$ cat src/rtl/gcnsn_pkg.sv
`default_nettype none
// ----------------------------------------------------------------------------
// gcnsn_pkg: shared types and constants of the GCN aggregation block
// Field widths, fixed-point constants, the reciprocal-root table builder and
// the command and status bundles between controller and datapath.
// ----------------------------------------------------------------------------
package gcnsn_pkg;

  // Default values of the top-level parameters.
  localparam int MAX_FEATURES_DEF = 256;
  localparam int MAX_DEGREE_DEF   = 1023;
  localparam int VALUE_WIDTH_DEF  = 16;

  // Fixed field widths.
  localparam int IDX_W  = 8;
  localparam int DEG_W  = 10;
  localparam int ACC_W  = 32;

  // Reciprocal root is unsigned Q1.16.
  localparam int ROOT_W    = 17;
  localparam int ROOT_FRAC = 16;
  localparam int ROM_DEPTH = 1 << DEG_W;

  typedef logic [ROOT_W-1:0] root_t;
  typedef root_t root_rom_t [ROM_DEPTH];

  // Controller commands to the datapath.
  typedef struct packed {
    logic capture;  // latch the item, start RAM and ROM reads
    logic mul1;     // scale value by source root, fetch target root
    logic add;      // accumulate and write back
    logic mul2;     // scale accumulator by target root
    logic load;     // round, clip and load the output register
  } cmd_t;

  // Datapath status to the controller.
  typedef struct packed {
    logic in_range;  // offered index is inside the accumulator store
    logic last;      // latched item finishes its feature element
  } status_t;

  // Largest r with r*r*n <= 2^32, which is floor(2^16 / sqrt(n)).
  function automatic root_t recip_root(input logic [31:0] n);
    logic [63:0] r;
    logic [63:0] t;
    r = '0;
    for (int b = ROOT_W - 1; b >= 0; b--) begin
      t = r | (64'd1 << b);
      if (t * t * {32'd0, n} <= 64'h1_0000_0000) begin
        r = t;
      end
    end
    return r[ROOT_W-1:0];
  endfunction

  // Table over every degree code, degrees above the limit clamped to it.
  function automatic root_rom_t build_root_rom(input int max_degree);
    root_rom_t rom;
    int        dd;
    for (int d = 0; d < ROM_DEPTH; d++) begin
      dd = (d > max_degree) ? max_degree : d;
      rom[d] = recip_root(32'(dd + 1));
    end
    return rom;
  endfunction

endpackage
`default_nettype wire

$ cat src/rtl/gcnsn_ctrl.sv
`default_nettype none
// ----------------------------------------------------------------------------
// gcnsn_ctrl: sequencer of the GCN aggregation block
// Steps one contribution through read, scale, accumulate and, on the last
// contribution, the output scaling; owns both handshakes.
// ----------------------------------------------------------------------------
module gcnsn_ctrl
  import gcnsn_pkg::*;
(
  input  logic    clk,
  input  logic    rst_n,
  input  logic    in_valid,
  output logic    in_ready,
  output logic    out_valid,
  input  logic    out_ready,
  input  status_t status,
  output cmd_t    cmd
);

  localparam logic [2:0] ST_IDLE = 3'd0;
  localparam logic [2:0] ST_MUL1 = 3'd1;
  localparam logic [2:0] ST_ADD  = 3'd2;
  localparam logic [2:0] ST_MUL2 = 3'd3;
  localparam logic [2:0] ST_OUT  = 3'd4;

  logic [2:0] state_r;
  logic [2:0] state_nxt;
  logic       out_valid_r;
  logic       out_valid_nxt;
  logic       accept;
  logic       out_free;

  assign in_ready = (state_r == ST_IDLE);
  assign accept   = in_valid && in_ready;
  // The output register can take a value when empty or being drained.
  assign out_free = !out_valid_r || out_ready;

  // Next state and commands.
  always_comb begin
    state_nxt   = state_r;
    cmd         = '0;
    cmd.capture = accept;
    case (state_r)
      ST_IDLE: begin
        if (accept && status.in_range) begin
          state_nxt = ST_MUL1;
        end
      end
      ST_MUL1: begin
        cmd.mul1  = 1'b1;
        state_nxt = ST_ADD;
      end
      ST_ADD: begin
        cmd.add   = 1'b1;
        state_nxt = status.last ? ST_MUL2 : ST_IDLE;
      end
      ST_MUL2: begin
        cmd.mul2  = 1'b1;
        state_nxt = ST_OUT;
      end
      ST_OUT: begin
        if (out_free) begin
          cmd.load  = 1'b1;
          state_nxt = ST_IDLE;
        end
      end
      default: begin
        state_nxt = ST_IDLE;
      end
    endcase
  end

  // Output valid flag.
  always_comb begin
    out_valid_nxt = out_valid_r;
    if (cmd.load) begin
      out_valid_nxt = 1'b1;
    end else if (out_ready) begin
      out_valid_nxt = 1'b0;
    end
  end

  always_ff @(posedge clk) begin
    if (!rst_n) begin
      state_r     <= ST_IDLE;
      out_valid_r <= 1'b0;
    end else begin
      state_r     <= state_nxt;
      out_valid_r <= out_valid_nxt;
    end
  end

  assign out_valid = out_valid_r;

endmodule
`default_nettype wire

$ cat config.mk
export PLATFORM = sky130hd
export DESIGN_NAME = gcnsn_ctrl
export DESIGN_NICKNAME = d
export VERILOG_FILES = /design/src/rtl/gcnsn_pkg.sv /design/src/rtl/gcnsn_ctrl.sv
export SDC_FILE = /design/constraint.sdc
export NUM_CORES = 1
export LEC_CHECK = 0
export BUFFER_PORTS_ARGS = -buffer_cell sky130_fd_sc_hd__buf_2
export CORE_AREA = 2 2 39 41
export CTS_CLUSTER_DIAMETER = 200
export DETAILED_ROUTE_END_ITERATION = 8
export DIE_AREA = 0 0 41 43
export GPL_TIMING_DRIVEN = 0
export PLACE_DENSITY = 0.53
export SYNTH_ARGS = -nofsm -noshare
export SYNTH_HDL_FRONTEND = slang
export SYNTH_SLANG_ARGS = --single-unit
$ cat constraint.sdc
create_clock -name clk -period 1.45 [get_ports clk]
set_clock_uncertainty 0.2 [all_clocks]
set_input_delay 0.3625 -clock clk [delete_from_list [all_inputs] [get_ports clk]]
set_output_delay 0.3625 -clock clk [all_outputs]
set_load 0.02 [all_outputs]
# Yosys cells after proc, flatten, opt, wreduce, memory -nomap -nowiden
# Index checks and enable logic that the tools add are counted.
# word_totals
output_inout_bits	7
register_bits	4
# classes
n_mux	11
n_eq_ne	6
reduce_logical	7
# ops
cell	n
3-bit one-hot mux with 5 select lines	1
1-bit two-way mux	7
3-bit by 2-bit equality test with 1-bit output (second input constant)	2
3-bit two-way mux	2
3-bit by 1-bit equality test with 1-bit output (second input constant)	1
3-bit equality test (second input constant)	1
3-bit zero test	1
1-bit logical AND	2
2-bit two-way mux	1
2-bit by 1-bit != test with 1-bit output (second input constant)	1
2-bit != test (second input constant)	1
2-bit AND reduction	1
2-bit nonzero test	1
1-bit zero test	1
1-bit logical OR	1

# Longest topological paths before layout
# Gate-level depths: netlist of run 1.
# logic_depth
ltp_word	5
ltp_mapped	4
depth_no_buf	2

# Worst setup path after synthesis of run 1
# Ideal clock, no wire load.
# synth_path
path_kind	reg-to-output
from	reg state_r[1]
to	out cmd[4] in the netlist's numbering
path_stages_with_launch	5
arrival_time_ns	1.292
path_buffers	2
t_required_ns	0.887
slack_ns	-0.404
path_cell_list	dfxtp_1 buf_6 nor3_1 and2_1 buf_4
# synth_via
elab_chain_len	2
# synth_rtl
item	line_no	rtl
start, declared	gcnsn_ctrl.sv:26	logic [2:0] state_r;
start signal, assigned	gcnsn_ctrl.sv:88	state_r <= state_nxt;
3-bit zero test	gcnsn_ctrl.sv:33	assign in_ready = (state_r == ST_IDLE);
via in_ready	gcnsn_ctrl.sv:13	output logic in_ready,
1-bit logical AND	gcnsn_ctrl.sv:34	assign accept = in_valid && in_ready;
end, declared	gcnsn_ctrl.sv:17	output cmd_t cmd
# The timed path passes the listed nets, and every way through them passes these cells.

==> out/metrics.csv, run 1 <==
metric,value,unit
netlist area before placement,248,um^2
Core Rows,14,
critical path endpoint category,output port,
clock buffer depth,2,
total power,323,uW
Final setup viols,6,
GP Congestion,0.678,
register clock-pin slew on the reported worst setup and hold paths,0.04,ns
DR DRC count,0,
max incr delay on CP,0.41,ns
Die Wd,41,um
Final Max Slew Viols,0,
M1 GR Usage,9.32,%
Routed WL per cell,9.61,um
Floorplan Core Area,1380,um^2
area grow syn2layout,78.8,%
Tightest Pin Transition,0.270,ns
Syn Nets,31,
routed vias/inst,4.12,
H-tree level count,1,
CTS tree,yes,
io pins,13,
fin crit share,123,%
initial DRC count,8,
Synth warnings,0,
critical path's slowest cell,or3b_4,
"antenna viol nets, final",0,
final setup margin,-0.337,ns
failing checks,setup timing,
first-pass GRT wire length,931,um
CTS root buffer,clkbuf_4,
worst path cell trace,or3b_4 > nor2b_4 > buf_6,
"Remaining Overflow, GRT",0,
FF+latch area,88.8,um^2
Worst R2R Start,state_r[0]$_SDFFE_PN0P_,
chip height,43,um
hold path depth,3,
crit path time final,1.79,ns
Slew Limit Headroom,81.9,%
HP Class,in2reg,
VDD IR max,333,uV
met2 Resource Use GR,10.9,%
hold_ws,0.185,ns
initial antenna violation count,0,
Reg2Reg Depth,3,
number of global-route vias before repair,234,
pin count of the biggest net entering global routing,10,
vias,243,
Port Buf Inserts,12,
Critical R2R Capture,state_r[2]$_SDFFE_PN0P_,
Worst Path Max Fanout,5,
Starting Density,17.9,%
dpl ws,-0.321,ns
clock sink count,4,
Power Density,729,nW/um^2
GR Layer Usage met3,7.85,%
Leak Pwr,0.000204,uW
ant diodes,0,
die area,1760,um^2
GRT Total Usage,8.23,%
CP Launch Type,flip-flop,
post-DP HPWL,358,um
first-pass iteration count of the detailed router,4,
Routed WL,567,um
share of cells above drive strength 1,74.4,%
Worst Hold Endpoint,state_r[0]$_SDFFE_PN0P_,
busiest grt layer,met2,
Inserted Clock Buffers,3,
Worst Hold Launch,status[0],
Avg Synthesized Cell Area,9.91,um^2
post-route setup TNS,-1.26,ns
Final #Nets,51,
"commonest non-fill, non-tap cell in the layout",buf_4,
outcome,"finished, violations left",
Final Core Density,32.0,%
RSZ-0062 raised after global routing,yes,
filler cell count,145,
Max Cap Viol,0,
area of the multi-input gates,169,um^2
R2R setup slack,0.09,ns
final hold vios,0,
Yosys cell types,18,
Post-Syn Instances,25,
fmax,0.560,GHz
Required @ worst endpoint,0.89,ns
Synth Register Bits,4,
worst skew pair latency,0.23,ns
most frequent cells in the layout,"buf_4, buf_2, buf_6, clkbuf_4",
WS Path Type,reg2out,
critical path arrival,1.22,ns
sequential-to-total area share from yosys stat,32.3,%
==> routing by layer <==
layer | part of all wire [%] | vias up
met5 | 0 | -
met4 | 0 | 0
met3 | 10 | 0
met2 | 45 | 14
met1 | 45 | 104
li1 | - | 125
==> sequential cells by signal, summed over array words and instances, names as in the netlist <==
signal     cells
state_r        3
out_valid      1
==> worst max-delay path, delay by kind of cell, from the launching register on <==
family / cells / cell delay (ns)
AND/OR/NAND/NOR: 2 / 0.52
flip-flops: 1 / 0.35
buffers and inverters: 1 / 0.11
==> repair_timing <==
action / CTS / global route
cloned: 0 / 0
endpoints found under the setup margin: 6 / 6
setup buffers: 3 / 3
pin swaps: 4 / 4
hold buffers: 0 / 0
gates resized for setup: 15 / 5
==> Yosys cell counts <==
master     instances  share of area [%]
a21oi_1            1                2.0
dfxtp_1            4                 32
inv_1              1                1.5
buf_4              2                6.1
nor2b_1            1                2.5
a2111oi_1          1                4.0
and2_1             1                2.5
a211oi_1           1                3.0
nand3b_1           2                6.1
nand2b_1           2                5.0
o31ai_4            1                8.6
nand2_1            1                1.5
or3b_4             1                4.5
buf_6              1                4.5
nor3b_1            2                6.1
and3b_2            1                4.0
nor3_1             1                2.0
nand4b_1           1                3.5
==> where the power goes <==
part	total (uW)	internal, uW	switching [uW]
clock	138	92.6	45.0
combinational	70.3	39.4	30.9
sequential	115	112	3.49
==> area by class of cell <==
| cell class | count | share of cell area (%) |
|---|---|---|
| Inverter | 1 | 0.847 |
| Tap cell | 16 | 4.52 |
| Clock buffer | 3 | 5.08 |
| Multi-Input combinational cell | 17 | 38.1 |
| Timing Repair Buffer | 18 | 31.4 |
| Sequential cell | 4 | 20.1 |
==> per-stage QoR <==
stage	std cells	cell area [um^2]
after global routing	59	443
final	59	443
after global placement	53	340
after detailed placement	53	340
after CTS	58	424
after floorplan	25	260
==> worst max-delay path by stage <==
stage | start | endpoint | slack (ns) | cells past startpoint
2_1_floorplan | state_r[1]$_SDFFE_PN0P_ | cmd[0] | -0.16 | 4
3_3_place_gp | state_r[0]$_SDFFE_PN0P_ | cmd[0] | -0.33 | 4
3_5_place_dp | state_r[0]$_SDFFE_PN0P_ | cmd[0] | -0.32 | 4
4_1_cts | state_r[1]$_SDFFE_PN0P_ | cmd[0] | -0.41 | 4
5_1_grt | state_r[0]$_SDFFE_PN0P_ | cmd[0] | -0.38 | 3
6_report | state_r[0]$_SDFFE_PN0P_ | cmd[0] | -0.34 | 3
==> cell families after synthesis <==
logic type,count (synthesis),synth area share [%]
and+or+nand+nor,13,37.9
AOI/OAI and AO/OA,4,17.7
buffers and inverters,4,12.1
DFF,4,32.3
No activity file was read; power rests on OpenSTA's default activity.
==> inputs of run 2 (changes only) <==
Settings changed: GPL_TIMING_DRIVEN 0 to not set.
==> run 2 against run 1 <==
First-iteration DRC count is 88% lower. Critical path depth stayed put. Cell area is 4.0% lower. Sequential power hardly changed. Register-to-register slack hardly changed. Utilization is 1.3 points lower. Power is 0.29% lower. Die area stayed put. Sequential share of layout area is 0.64 points lower. Largest power group unchanged. Count of clock-buffer cells in the layout stayed put. Global-route usage is 1.2 points higher. The flow still finishes with violations (setup timing). Cell count is 1.7% lower.
==> out/metrics.csv, run 2 (same netlist as run 1, synthesis figures left out) <==
metric,value,unit,change
outcome,"finished, violations left",,
failing checks,setup timing,,
Die Wd,41,um,unchanged
Worst Path Max Fanout,2,,-3
Final Core Density,30.7,%,-1.3 points
Routed WL,582,um,+2.6%
final setup margin,-0.292,ns,+0.0448 ns
io pins,13,,unchanged
ant diodes,0,,unchanged
Routed WL per cell,10.0,um,+4.4%
hold_ws,0.216,ns,+0.0309 ns
chip height,43,um,unchanged
max FFs per register,3,,unchanged
clock buffer depth,2,,unchanged
"antenna viol nets, final",0,,unchanged
share of cells above drive strength 1,71.4,%,-3.0 points
critical path arrival,1.18,ns,-0.04 ns
Core Rows,14,,unchanged
Floorplan Core Area,1380,um^2,unchanged
final non-filler cell total,58,,-1.7%
register clock-pin slew on the reported worst setup and hold paths,0.04,ns,about the same
Reg2Reg Depth,3,,unchanged
Worst Hold Endpoint,state_r[0]$_SDFFE_PN0P_,,
Final Max Slew Viols,0,,unchanged
combinational share of power,21.1,%,-0.7 points
postcts setup bufs,0,,-3
clock network fraction of total power,42.9,%,+0.3 points
CTS tree,yes,,
Worst R2R Start,state_r[1]$_SDFFE_PN0P_,,
GP Congestion,0.670,,-1.2%
number of global-route vias before repair,238,,+1.7%
area grow syn2layout,71.7,%,
first-pass GRT wire length,1010,um,+8.9%
Slew Limit Headroom,74.9,%,-7.0 points
sequential share of power,35.9,%,+0.3 points
Starting Density,17.9,%,unchanged
WS Path Type,reg2out,,
clock sink count,4,,unchanged
HP Class,in2reg,,
hold path depth,3,,unchanged
filler cell count,146,,+0.69%
area of the multi-input gates,169,um^2,unchanged
initial DRC count,1,,-7
post-DP HPWL,430,um,+20%
Reg with most FFs,state_r,,
P_sw,79.3,uW,-0.20%
FF+latch area,82.6,um^2,-7.0%
Inserted Clock Buffers,3,,unchanged
internal power,243,uW,-0.32%
"Remaining Overflow, GRT",0,,unchanged
Required @ worst endpoint,0.89,ns,about the same
Critical R2R Capture,state_r[0]$_SDFFE_PN0P_,,
post-route setup TNS,-1.14,ns,+0.118 ns
first-pass iteration count of the detailed router,2,,-2
die area,1760,um^2,unchanged
DR DRC count,0,,unchanged
H-tree level count,1,,unchanged
Tightest Pin Transition,0.376,ns,+0.105 ns
Max Cap Viol,0,,unchanged
CP Launch Type,flip-flop,,
most frequent cells in the layout,"buf_4, buf_2, buf_6, clkbuf_4",,
final hold vios,0,,unchanged
Power Density,757,nW/um^2,+3.8%
vias,250,,+2.9%
Leak Pwr,0.000196,uW,-4.0%
Switching Share,24.6,%,about the same
Post-Place Cells,55,,+3.8%
worst skew pair latency,0.24,ns,about the same
Port Buf Inserts,12,,unchanged
fmax,0.574,GHz,+2.6%
fin crit share,120,%,-3.1 points
GRT Total Usage,9.45,%,+1.2 points
routed vias/inst,4.31,,+4.7%
"commonest non-fill, non-tap cell in the layout",buf_4,,
cts hold-fix bufs,0,,unchanged
Worst Hold Launch,status[0],,
initial antenna violation count,0,,unchanged
R2R setup slack,0.08,ns,about the same
Final #Nets,50,,-2.0%
RSZ-0062 raised after global routing,yes,,
crit path time final,1.74,ns,-0.0448 ns
pin count of the biggest net entering global routing,10,,unchanged
critical path endpoint category,output port,,
CTS root buffer,clkbuf_4,,
VDD IR max,368,uV,+10%
Final setup viols,6,,unchanged
## run 2: cell count changes in the layout (fill, tap and decap cells not counted), sizes merged
| cell | before | now |
|---|---|---|
| buf | 18 | 17 |
## run 2: per-layer routing
metal  routed length [um]  share of wire, %  up-vias  global-route usage, %
met5                    0                 0        -                      0
met4                   10               1.7        0                   6.00
met3                   84                14        2                   7.85
met2                  240                41       15                   10.6
met1                  247                42      110                   11.6
li1                     -                 -      123                      -
## run 2: metrics by stage
stage / instance area [um^2] / total power (uW) / setup slack [ns]
floorplan: 260 / 155 / -0.164
global placement: 352 / 171 / -0.0655
detailed placement: 352 / 172 / -0.0779
CTS: 414 / 329 / -0.327
global route: 425 / 352 / -0.346
finish: 425 / 322 / -0.292
## run 2: worst max-delay path by stage
stage / startpoint / end / slack [ns] / cells after the start
6_report: state_r[0]$_SDFFE_PN0P_ / cmd[0] / -0.29 / 3
3_5_place_dp: state_r[0]$_SDFFE_PN0P_ / cmd[0] / -0.08 / 3
5_1_grt: state_r[0]$_SDFFE_PN0P_ / cmd[0] / -0.35 / 3
2_1_floorplan: state_r[1]$_SDFFE_PN0P_ / cmd[0] / -0.16 / 4
3_3_place_gp: state_r[0]$_SDFFE_PN0P_ / cmd[0] / -0.07 / 3
4_1_cts: state_r[0]$_SDFFE_PN0P_ / cmd[0] / -0.33 / 3
## run 2: layout make-up
cell class                 count  share of cell area (%)
multi-input combinational     17                    39.7
timing repair buffer          17                    30.0
sequential                     4                    19.4
clock buffer                   3                    5.29
tap                           16                    4.71
inverter                       1                   0.882
## run 2: what timing repair did
action | CTS | global route
hold endpoints to repair | 0 | 0
setup endpoints to repair | 6 | 6
pin swaps | 1 | 1
resized for setup | 13 | 3
## run 2: critical path, stage by stage, from the launching register on
cell	delay [ns]
dfxtp_1	0.30
or3b_4	0.41
nor2b_4	0.12
buf_6	0.12
## run 2: power by group through the flow
stage                     Sequential (uW)  Clock [uW]  Combinational (uW)
after floorplan                       119           0                36.1
after global placement                117           0                54.3
after detailed placement              117           0                54.8
after CTS                             116         145                68.3
after global routing                  116         162                74.0
final                                 116         138                68.0
